<file path="src/sv/rtpu_pkg.sv">
// Shared types, constants and helper functions of the radix integer text parser.
`timescale 1ns / 1ps

package rtpu_pkg;

    localparam int VALUE_BITS_DEF = 64;

    // Queue between front and back; depth must be a power of two.
    localparam int QUEUE_DEPTH = 2;
    localparam int QPTR_W      = $clog2(QUEUE_DEPTH);
    localparam int QCNT_W      = $clog2(QUEUE_DEPTH + 1);

    localparam logic [5:0] RADIX_LIMIT = 6'd36;
    localparam logic [5:0] NOT_DIGIT   = 6'd36;
    localparam logic [5:0] DIGIT_X     = 6'd33;
    localparam logic [5:0] RADIX_AUTO  = 6'd0;
    localparam logic [5:0] RADIX_OCT   = 6'd8;
    localparam logic [5:0] RADIX_DEC   = 6'd10;
    localparam logic [5:0] RADIX_HEX   = 6'd16;

    localparam logic [7:0] CH_TERM  = 8'h00;
    localparam logic [7:0] CH_PLUS  = 8'h2B;
    localparam logic [7:0] CH_MINUS = 8'h2D;
    localparam logic [7:0] CH_SPACE = 8'h20;
    localparam logic [7:0] CH_TAB   = 8'h09;
    localparam logic [7:0] CH_CR    = 8'h0D;

    localparam logic [1:0] ST_OK      = 2'd0;
    localparam logic [1:0] ST_INVALID = 2'd1;
    localparam logic [1:0] ST_BOUNDS  = 2'd2;

    localparam logic [1:0] REG_RADIX  = 2'd0;
    localparam logic [1:0] REG_LOWER  = 2'd1;
    localparam logic [1:0] REG_UPPER  = 2'd2;
    localparam logic [1:0] REG_SIGNED = 2'd3;

    // Classified character as it travels from front to back.
    typedef struct packed {
        logic       term;
        logic       blank;
        logic       plus;
        logic       minus;
        logic [5:0] digit;
    } t_cls;

    typedef struct packed {
        logic [63:0] value;
        logic [1:0]  status;
    } t_result;

    function automatic logic radix_ok(input logic [5:0] r);
        return (r == RADIX_AUTO) || (r >= 6'd2 && r <= RADIX_LIMIT);
    endfunction

    function automatic t_cls classify(input logic [7:0] c);
        t_cls k;
        k.term  = (c == CH_TERM);
        k.blank = (c == CH_SPACE) || (c >= CH_TAB && c <= CH_CR);
        k.plus  = (c == CH_PLUS);
        k.minus = (c == CH_MINUS);
        if (c inside {[8'h30:8'h39]}) begin
            k.digit = 6'(c - 8'h30);
        end else if (c inside {[8'h61:8'h7A]}) begin
            k.digit = 6'(c - 8'h61 + 8'd10);
        end else if (c inside {[8'h41:8'h5A]}) begin
            k.digit = 6'(c - 8'h41 + 8'd10);
        end else begin
            k.digit = NOT_DIGIT;
        end
        return k;
    endfunction

endpackage

</file>
<file path="src/sv/radix_integer_text_parser_unit.sv">
// Radix integer text parser: top level with register port, front, queue and back.
//
// Usage:
//   Characters enter on the s_axis channel, one byte per request; a zero byte
//   ends the string. Each terminator yields one result on m_axis: a 64-bit
//   value and a 2-bit status (0 ok, 1 invalid, 2 out of bounds). Other bytes
//   yield nothing.
//   Registers (radix, lower bound, upper bound, signed mode) sit on the APB
//   port at byte addresses 0, 8, 16, 24; write them only while idle.
//   Throughput: one character per cycle while the queue has room; the digit
//   multiply-accumulate in the back end is combinational.
//   An accepted terminator passes through the queue, then the parse step moves
//   it into the check stage and the bounds check into the output register.
//   When m_axis stalls, the output register holds the result, one more
//   finished string waits in the check stage, and the queue keeps taking
//   characters; s_axis_tready drops only once the queue is full.
//   Reset (synchronous, active low) clears the parse state, the queue and the
//   output valid, and loads radix 10, bounds 0 and all ones, unsigned mode.
`timescale 1ns / 1ps

module radix_integer_text_parser_unit #(
    parameter int VALUE_BITS = rtpu_pkg::VALUE_BITS_DEF
) (
    input  logic        i_clk,
    input  logic        i_rst_n,
    input  logic        s_axis_tvalid,
    output logic        s_axis_tready,
    input  logic [7:0]  s_axis_tdata,   // [7:0] ch
    output logic        m_axis_tvalid,
    input  logic        m_axis_tready,
    output logic [71:0] m_axis_tdata,   // [63:0] value, [65:64] status, [71:66] zero
    input  logic        psel,
    input  logic        penable,
    input  logic        pwrite,
    input  logic [4:0]  paddr,
    input  logic [63:0] pwdata,
    output logic [63:0] prdata,
    output logic        pready
);
    import rtpu_pkg::*;

    logic [5:0]  r_radix;
    logic [63:0] r_lower;
    logic [63:0] r_upper;
    logic        r_signed;
    logic        cfg_wr;
    logic [1:0]  cfg_idx;

    logic        q_full;
    logic        q_push;
    logic        q_valid;
    logic        q_pop;
    t_cls        f_cls;
    t_cls        q_cls;
    t_result     b_result;

    assign pready  = 1'b1;
    assign cfg_wr  = psel && penable && pwrite && pready;
    assign cfg_idx = paddr[4:3];

    always_ff @(posedge i_clk) begin
        if (!i_rst_n) begin
            r_radix  <= RADIX_DEC;
            r_lower  <= '0;
            r_upper  <= '1;
            r_signed <= 1'b0;
        end else if (cfg_wr) begin
            case (cfg_idx)
                REG_RADIX:  r_radix  <= pwdata[5:0];
                REG_LOWER:  r_lower  <= pwdata;
                REG_UPPER:  r_upper  <= pwdata;
                REG_SIGNED: r_signed <= pwdata[0];
                default:    r_signed <= r_signed;
            endcase
        end
    end

    always_comb begin
        case (cfg_idx)
            REG_RADIX:  prdata = 64'(r_radix);
            REG_LOWER:  prdata = r_lower;
            REG_UPPER:  prdata = r_upper;
            REG_SIGNED: prdata = 64'(r_signed);
            default:    prdata = '0;
        endcase
    end

    rtpu_front u_front (
        .i_tvalid (s_axis_tvalid),
        .o_tready (s_axis_tready),
        .i_tdata  (s_axis_tdata),
        .i_q_full (q_full),
        .o_push   (q_push),
        .o_cls    (f_cls)
    );

    rtpu_queue u_queue (
        .i_clk   (i_clk),
        .i_rst_n (i_rst_n),
        .i_push  (q_push),
        .i_data  (f_cls),
        .o_full  (q_full),
        .o_valid (q_valid),
        .o_data  (q_cls),
        .i_pop   (q_pop)
    );

    rtpu_back #(
        .VALUE_BITS (VALUE_BITS)
    ) u_back (
        .i_clk    (i_clk),
        .i_rst_n  (i_rst_n),
        .i_valid  (q_valid),
        .i_cls    (q_cls),
        .o_pop    (q_pop),
        .i_radix  (r_radix),
        .i_lower  (r_lower),
        .i_upper  (r_upper),
        .i_signed (r_signed),
        .o_valid  (m_axis_tvalid),
        .o_result (b_result),
        .i_ready  (m_axis_tready)
    );

    assign m_axis_tdata = {6'd0, b_result.status, b_result.value};

`ifndef SYNTHESIS
    a_pop_nonempty: assert property (@(posedge i_clk) disable iff (!i_rst_n)
        q_pop |-> q_valid)
        else $error("back end pops an empty queue");

    a_value_zero_on_error: assert property (@(posedge i_clk) disable iff (!i_rst_n)
        (m_axis_tvalid && m_axis_tdata[65:64] != ST_OK) |-> (m_axis_tdata[63:0] == 64'd0))
        else $error("nonzero value with error status");

    a_status_code: assert property (@(posedge i_clk) disable iff (!i_rst_n)
        m_axis_tvalid |-> (m_axis_tdata[65:64] == ST_OK ||
                           m_axis_tdata[65:64] == ST_INVALID ||
                           m_axis_tdata[65:64] == ST_BOUNDS))
        else $error("undefined status code");
`endif

endmodule

</file>
<file path="src/sv/rtpu_front.sv">
// Front end: input handshake and character classification into the queue.
`timescale 1ns / 1ps

module rtpu_front (
    input  logic          i_tvalid,
    output logic          o_tready,
    input  logic [7:0]    i_tdata,
    input  logic          i_q_full,
    output logic          o_push,
    output rtpu_pkg::t_cls o_cls
);
    import rtpu_pkg::*;

    assign o_tready = !i_q_full;
    assign o_push   = i_tvalid && !i_q_full;
    assign o_cls    = classify(i_tdata);

endmodule

</file>
<file path="src/sv/rtpu_queue.sv">
// Short queue of classified characters between front and back.
`timescale 1ns / 1ps

module rtpu_queue (
    input  logic           i_clk,
    input  logic           i_rst_n,
    input  logic           i_push,
    input  rtpu_pkg::t_cls i_data,
    output logic           o_full,
    output logic           o_valid,
    output rtpu_pkg::t_cls o_data,
    input  logic           i_pop
);
    import rtpu_pkg::*;

    t_cls              r_mem [QUEUE_DEPTH];
    logic [QPTR_W-1:0] r_wr_ptr;
    logic [QPTR_W-1:0] r_rd_ptr;
    logic [QCNT_W-1:0] r_count;
    logic [QCNT_W-1:0] n_count;

    always_comb begin
        n_count = r_count;
        if (i_push && !i_pop) begin
            n_count = r_count + QCNT_W'(1);
        end else if (!i_push && i_pop) begin
            n_count = r_count - QCNT_W'(1);
        end
    end

    always_ff @(posedge i_clk) begin
        if (!i_rst_n) begin
            r_wr_ptr <= '0;
            r_rd_ptr <= '0;
            r_count  <= '0;
        end else begin
            if (i_push) r_wr_ptr <= r_wr_ptr + QPTR_W'(1);
            if (i_pop)  r_rd_ptr <= r_rd_ptr + QPTR_W'(1);
            r_count <= n_count;
        end
    end

    always_ff @(posedge i_clk) begin
        if (i_push) begin
            r_mem[r_wr_ptr] <= i_data;
        end
    end

    assign o_full  = (r_count == QCNT_W'(QUEUE_DEPTH));
    assign o_valid = (r_count != '0);
    assign o_data  = r_mem[r_rd_ptr];

endmodule

</file>
<file path="src/sv/rtpu_back.sv">
// Back end: parse state machine, digit accumulate, finish check and result register.
`timescale 1ns / 1ps

module rtpu_back #(
    parameter int VALUE_BITS = rtpu_pkg::VALUE_BITS_DEF
) (
    input  logic              i_clk,
    input  logic              i_rst_n,
    input  logic              i_valid,
    input  rtpu_pkg::t_cls    i_cls,
    output logic              o_pop,
    input  logic [5:0]        i_radix,
    input  logic [63:0]       i_lower,
    input  logic [63:0]       i_upper,
    input  logic              i_signed,
    output logic              o_valid,
    output rtpu_pkg::t_result o_result,
    input  logic              i_ready
);
    import rtpu_pkg::*;

    localparam int PW = VALUE_BITS + 6;
    localparam logic [VALUE_BITS-1:0] MAG_MAX    = '1;
    localparam logic [VALUE_BITS-1:0] SIGNED_MAX = MAG_MAX >> 1;

    localparam logic [2:0] PH_LEAD   = 3'd0;
    localparam logic [2:0] PH_SIGN   = 3'd1;
    localparam logic [2:0] PH_PREFIX = 3'd2;
    localparam logic [2:0] PH_DIGITS = 3'd3;
    localparam logic [2:0] PH_TRAIL  = 3'd4;
    localparam logic [2:0] PH_ERROR  = 3'd5;

    logic [2:0]            r_phase,  n_phase;
    logic [VALUE_BITS-1:0] r_acc,    n_acc;
    logic                  r_neg,    n_neg;
    logic                  r_ovf,    n_ovf;
    logic [5:0]            r_active, n_active;
    logic                  r_lz,     n_lz;

    logic                  r_fin_valid;
    logic                  r_fin_bad;
    logic [63:0]           r_fin_v;
    logic                  r_out_valid;
    t_result               r_out;

    logic                  out_free;
    logic                  fin_adv;
    logic                  fin_free;
    logic                  take;
    logic                  take_term;
    logic                  start;
    logic [5:0]            cand;
    logic [PW-1:0]         prod;
    logic                  prod_ovf;
    logic [VALUE_BITS-1:0] lim;
    logic [63:0]           acc64;
    logic [63:0]           v;
    logic                  sub_bad;
    logic [63:0]           flip;
    logic [63:0]           lo;
    logic [63:0]           hi;
    logic [63:0]           k;
    t_result               res;

    assign out_free  = !r_out_valid || i_ready;
    assign fin_adv   = r_fin_valid && out_free;
    assign fin_free  = !r_fin_valid || fin_adv;
    assign take      = i_valid && (!i_cls.term || fin_free);
    assign take_term = take && i_cls.term;
    assign o_pop     = take;

    assign cand     = (i_radix == RADIX_AUTO) ? RADIX_DEC : i_radix;
    assign prod     = PW'(r_acc) * PW'(r_active) + PW'(i_cls.digit);
    assign prod_ovf = |prod[PW-1:VALUE_BITS];

    // finish, part one: sign handling, syntax and overflow check on the accumulated magnitude
    assign lim     = SIGNED_MAX + VALUE_BITS'(r_neg);
    assign acc64   = 64'(r_acc);
    assign v       = r_neg ? (64'd0 - acc64) : acc64;
    assign sub_bad = !(r_phase == PH_DIGITS || r_phase == PH_TRAIL) || r_ovf ||
                     (i_signed ? (r_acc > lim) : r_neg);

    always_comb begin
        n_phase  = r_phase;
        n_acc    = r_acc;
        n_neg    = r_neg;
        n_ovf    = r_ovf;
        n_active = r_active;
        n_lz     = r_lz;
        start    = 1'b0;
        if (take_term) begin
            n_phase  = PH_LEAD;
            n_acc    = '0;
            n_neg    = 1'b0;
            n_ovf    = 1'b0;
            n_active = '0;
            n_lz     = 1'b0;
        end else if (take) begin
            case (r_phase)
                PH_LEAD: begin
                    if (i_cls.blank) begin
                        n_phase = PH_LEAD;
                    end else if (i_cls.plus) begin
                        n_phase = PH_SIGN;
                    end else if (i_cls.minus) begin
                        if (i_signed) begin
                            n_neg   = 1'b1;
                            n_phase = PH_SIGN;
                        end else begin
                            n_phase = PH_ERROR;
                        end
                    end else begin
                        start = 1'b1;
                    end
                end
                PH_SIGN: start = 1'b1;
                PH_PREFIX: begin
                    if (i_cls.digit < RADIX_HEX) begin
                        n_acc   = VALUE_BITS'(i_cls.digit);
                        n_phase = PH_DIGITS;
                    end else begin
                        n_phase = PH_ERROR;
                    end
                end
                PH_DIGITS: begin
                    if (i_cls.blank) begin
                        n_phase = PH_TRAIL;
                    end else if (r_lz && i_cls.digit == DIGIT_X) begin
                        n_active = RADIX_HEX;
                        n_lz     = 1'b0;
                        n_phase  = PH_PREFIX;
                    end else if (i_cls.digit < r_active) begin
                        n_lz = 1'b0;
                        if (r_ovf || prod_ovf) begin
                            n_ovf = 1'b1;
                            n_acc = '0;
                        end else begin
                            n_acc = prod[VALUE_BITS-1:0];
                        end
                    end else begin
                        n_phase = PH_ERROR;
                    end
                end
                PH_TRAIL: begin
                    if (!i_cls.blank) n_phase = PH_ERROR;
                end
                default: n_phase = PH_ERROR;
            endcase

            if (start) begin
                n_acc = '0;
                if (!radix_ok(i_radix)) begin
                    n_phase = PH_ERROR;
                end else if (i_cls.digit == '0 &&
                             (i_radix == RADIX_AUTO || i_radix == RADIX_HEX)) begin
                    n_active = (i_radix == RADIX_AUTO) ? RADIX_OCT : RADIX_HEX;
                    n_lz     = 1'b1;
                    n_phase  = PH_DIGITS;
                end else begin
                    n_active = cand;
                    if (i_cls.digit >= cand) begin
                        n_phase = PH_ERROR;
                    end else begin
                        n_acc   = VALUE_BITS'(i_cls.digit);
                        n_phase = PH_DIGITS;
                    end
                end
            end
        end
    end

    // finish, part two: settings and bounds
    always_comb begin
        flip = {i_signed, 63'd0};
        lo   = i_lower ^ flip;
        hi   = i_upper ^ flip;
        k    = r_fin_v ^ flip;
        res.value = '0;
        if (!radix_ok(i_radix) || lo > hi || r_fin_bad) begin
            res.status = ST_INVALID;
        end else if (k < lo || k > hi) begin
            res.status = ST_BOUNDS;
        end else begin
            res.status = ST_OK;
            res.value  = r_fin_v;
        end
    end

    always_ff @(posedge i_clk) begin
        if (!i_rst_n) begin
            r_phase     <= PH_LEAD;
            r_acc       <= '0;
            r_neg       <= 1'b0;
            r_ovf       <= 1'b0;
            r_active    <= '0;
            r_lz        <= 1'b0;
            r_fin_valid <= 1'b0;
            r_out_valid <= 1'b0;
        end else begin
            r_phase  <= n_phase;
            r_acc    <= n_acc;
            r_neg    <= n_neg;
            r_ovf    <= n_ovf;
            r_active <= n_active;
            r_lz     <= n_lz;
            if (take_term) begin
                r_fin_valid <= 1'b1;
            end else if (fin_adv) begin
                r_fin_valid <= 1'b0;
            end
            if (fin_adv) begin
                r_out_valid <= 1'b1;
            end else if (i_ready) begin
                r_out_valid <= 1'b0;
            end
        end
    end

    always_ff @(posedge i_clk) begin
        if (take_term) begin
            r_fin_bad <= sub_bad;
            r_fin_v   <= v;
        end
        if (fin_adv) begin
            r_out <= res;
        end
    end

    assign o_valid  = r_out_valid;
    assign o_result = r_out;

endmodule
</file>
<file path="config.mk">
export PLATFORM = sky130hd
export DESIGN_NAME = radix_integer_text_parser_unit
export DESIGN_NICKNAME = d
export VERILOG_FILES = /design/src/sv/rtpu_pkg.sv /design/src/sv/radix_integer_text_parser_unit.sv /design/src/sv/rtpu_front.sv /design/src/sv/rtpu_queue.sv /design/src/sv/rtpu_back.sv
export SDC_FILE = /design/constraint.sdc
export NUM_CORES = 2
export LEC_CHECK = 0
export BUFFER_PORTS_ARGS = -buffer_cell sky130_fd_sc_hd__buf_2
export CORE_MARGIN = 5
export CORE_UTILIZATION = 25
export DETAILED_ROUTE_END_ITERATION = 16
export GPL_TIMING_DRIVEN = 0
export PLACE_DENSITY_LB_ADDON = 0.25
export SLEW_MARGIN = 40
export SYNTH_ARGS = -nofsm -noshare
export SYNTH_HDL_FRONTEND = slang
export SYNTH_SLANG_ARGS = --single-unit
</file>
<file path="constraint.sdc">
create_clock -name i_clk -period 8.1 [get_ports i_clk]
set_clock_uncertainty 0.05 [all_clocks]
set_input_delay 2.43 -clock i_clk [delete_from_list [all_inputs] [get_ports i_clk]]
set_output_delay 2.43 -clock i_clk [all_outputs]
set_load 0.01 [all_outputs]
</file>
==> results.toml <==
[run_status]
status = "finished, final reports clean"

[clock_network]
cts_resized = 0
ctsLongestPathBuffers = 3
cts_tree = "done"
ctsHoldBuffers = 0
postCtsSetupBuffers = 0
cts_buffers = 42
numClockSinks = 369
cts_root_buf = "clkbuf_16"
htreeDepth = 2
clk_pin_slew_worst_paths_ns = 0.07
clock_latency_ns = 0.59

[logic_synthesis]
ys_ff_latch = 369
synth-edff-count = 151
syn_avg_cell_area_um2 = 9.07
ys_types = 95
synth_common_cells = "nand2_1 (484), ha_1 (424), and2_1 (360)"
synthTopCellsByArea = "ha_1 (15%), fa_1 (14%), edfxtp_1 (13%)"
async_flop_share_pct = 0
yosysTopAreaCell = "ha_1"
yosysMostFrequentCell = "nand2_1"
yosys_warnings = 0
ys_seq_area_share_pct = 25.4
synthCells = 3857
yosys_most_used_dff = "dfxtp_1"
yosys.area.top_type_share_pct = 15.2
synth_area_um2 = 35000

[sta]
max_freq_mhz = 129
post-route-min-period_ns = 7.78
relSlewSlack_pct = 36.8
period_share_pct = 96.1
worst_pin_slew_ns = 0.936
setup_violations = 0
grt_setup_unrepaired = "no"
final.setup.tns_ns = 0
final_hold_viol_count = 0
fin_ws_ns = 0.320
slew_viol_final = 0

[critical_path]
crit_path_max_incr_delay_ns = 0.85
required_ns = 8.54
worst_setup_path_start_kind = "flip-flop"
worst-endpoint-arrival_ns = 8.22
timing.critical_path.mode_cell = "fa_1"
cp_cell_sequence = "clkbuf_1, and2_1, fa_1, fa_1, fa_1, ha_1, ha_1, clkbuf_1, nand4_1, or4_1, a211oi_2, nor3b_2, o31ai_1, xor2_1, nor4_4, nand3_2, buf_2, o21ai_1"
criticalPathCategory = "flip-flop to flip-flop"
crit_fanout = 10
cpMaxStageDelayCell = "dfxtp_1"
end_kind = "flip-flop"

[grt]
grt_max_degree = 48
grt_remaining_overflow = 0
grt_first_pass_wirelength_um = 184000
first_global_vias = 29800
antenna_found_initial = 4
grt_usage_pct = 16.0

[drt]
ant_nets = 0
routed_wl_um = 120000
vias = 28800
drt-initial-drc-count = 1613
routedWlPerCell_um = 20.0
via_per_inst = 4.77
drc = 0
dr.pass1.iters = 5

[pwr]
p_leak_nw = 18.6
peakVddDrop_v = 0.000138
p_per_area_nw_per_um2 = 155

[cells_and_area]
multiInputGateArea_um2 = 24300
design_area_um2 = 40200
seq_area_um2 = 8910
fin_nets = 4885
drive_gt1_share_pct = 8.94
syn_to_final_growth_pct = 14.8
fillCellCount = 14900

[hold_path]
hold_path.class = "flip-flop to flip-flop"

[placement]
portBuffers = 209
pre_cts_ws_ns = 0.172
gp_congestion = 0.899
placed_area_um2 = 38600
hpwl_um = 98600

[floorplan]
dieWidth_um = 384
io_pins = 223
dieArea_um2 = 148000
coreArea_um2 = 139000
rows = 137
start_util_pct = 25.1
dieHeight_um = 384

[flow_run]
cap_violations = 0
[area by class of cell]
| class | count | share of cell area [%] |
|---|---|---|
| Multi-Input combinational cell | 3022 | 60.6 |
| Sequential cell | 369 | 22.2 |
| Buffer | 243 | 2.46 |
| Inverter | 228 | 2.13 |
| Timing Repair Buffer | 219 | 3.01 |
| Clock inverter | 20 | 0.667 |
| Antenna cell | 2 | 0.0125 |
| Tap cell | 1876 | 5.85 |
| Clock buffer | 58 | 3.10 |
[logic make-up (layout without fill, tap and decap cells)]
logic type / count (synthesis) / count (layout) / synth area share, %
other cells: 2 / 9 / 0.0215
flops: 369 / 369 / 25.4
mux: 27 / 27 / 0.812
xor+xnor: 130 / 130 / 3.25
fa+ha+maj: 676 / 676 / 29.6
simple gates: 1317 / 1317 / 19.1
buf+inv: 471 / 768 / 5.22
compound gates: 865 / 865 / 16.6
[metrics by stage]
stage / power [mW] / hold WS [ns] / utilization (%) / std cells
finish: 6.21 / 0.447 / 28.8 / 6037
global route: 6.53 / 0.478 / 28.8 / 6035
CTS: 6.28 / 0.452 / 28.8 / 6035
detailed placement: 4.12 / 0.443 / 27.7 / 5957
global placement: 4.10 / 0.438 / 27.5 / 5947
floorplan: 3.37 / 0.413 / - / 3862
[cell usage in the layout, fill, tap and decap left out, types with 14 or more instances in the layout]
master / n
o21ai_0: 109
a21boi_0: 72
xor2_1: 33
nand3_1: 32
buf_1: 24
edfxtp_1: 151
inv_1: 225
o21bai_1: 20
nand4_1: 83
a21oi_1: 176
clkbuf_1: 186
nand2_1: 484
ha_1: 424
nor2b_1: 24
mux2i_1: 24
or3_1: 15
buf_2: 227
nor2_1: 186
clkbuf_16: 46
a31oi_1: 19
o31ai_1: 21
a21o_1: 117
nand2b_1: 19
nor3_1: 30
a211oi_1: 17
nor4_1: 16
fa_1: 252
and2_1: 360
o21ai_1: 68
a22o_1: 61
o211ai_1: 73
dfxtp_1: 214
o21a_1: 25
xnor2_1: 97
clkbuf_2: 14
[routing by layer]
layer,up-vias,part of all wire (%),global-route usage (%)
met2,611,48,27.9
li1,13900,-,-
met4,6,3.8,5.70
met5,-,0.034,0
met1,14100,44,20.5
met3,170,3.8,1.59
[power breakdown]
part           switching (mW)  total [mW]  internal [mW]
logic                    1.14        1.72          0.578
clock network           0.860        2.13           1.27
registers               0.190        2.35           2.16
total                    2.20        6.21           4.01
[critical path: cells and delay by family, from the launching register on]
kind	cells	cell delay, ns
adders and majority gates	5	2.04
DFF	1	0.85
xor gates and xnor gates	1	0.19
AOI/OAI and AO/OA	3	1.03
buffers and inverters	3	1.24
and+or+nand+nor	6	2.28
[sequential cells by signal, indices dropped and copies added (netlist names), 2 cells and up, named ones only]
register and flops:
u_queue.r_count 2, u_back.o_result 66, r_lower 64, u_back.r_phase 3, r_upper 64, u_back.r_fin_v 64
r_radix 6, u_back.r_active 6, u_queue.r_mem 20, u_back.acc64 64
[path summary, 6_finish.rpt]
path | cells after the start | from | slack [ns] | end
hold / removal | 2 | r_lower[0] | 0.45 | r_lower[0]
setup reg to reg | 18 | u_back.r_active[1] | 0.32 | u_back.acc64[2]
hold reg to reg | 2 | r_lower[0] | 0.45 | r_lower[0]
setup / recovery | 18 | u_back.r_active[1] | 0.32 | u_back.acc64[2]
No activity file was read; power rests on OpenSTA's default activity.
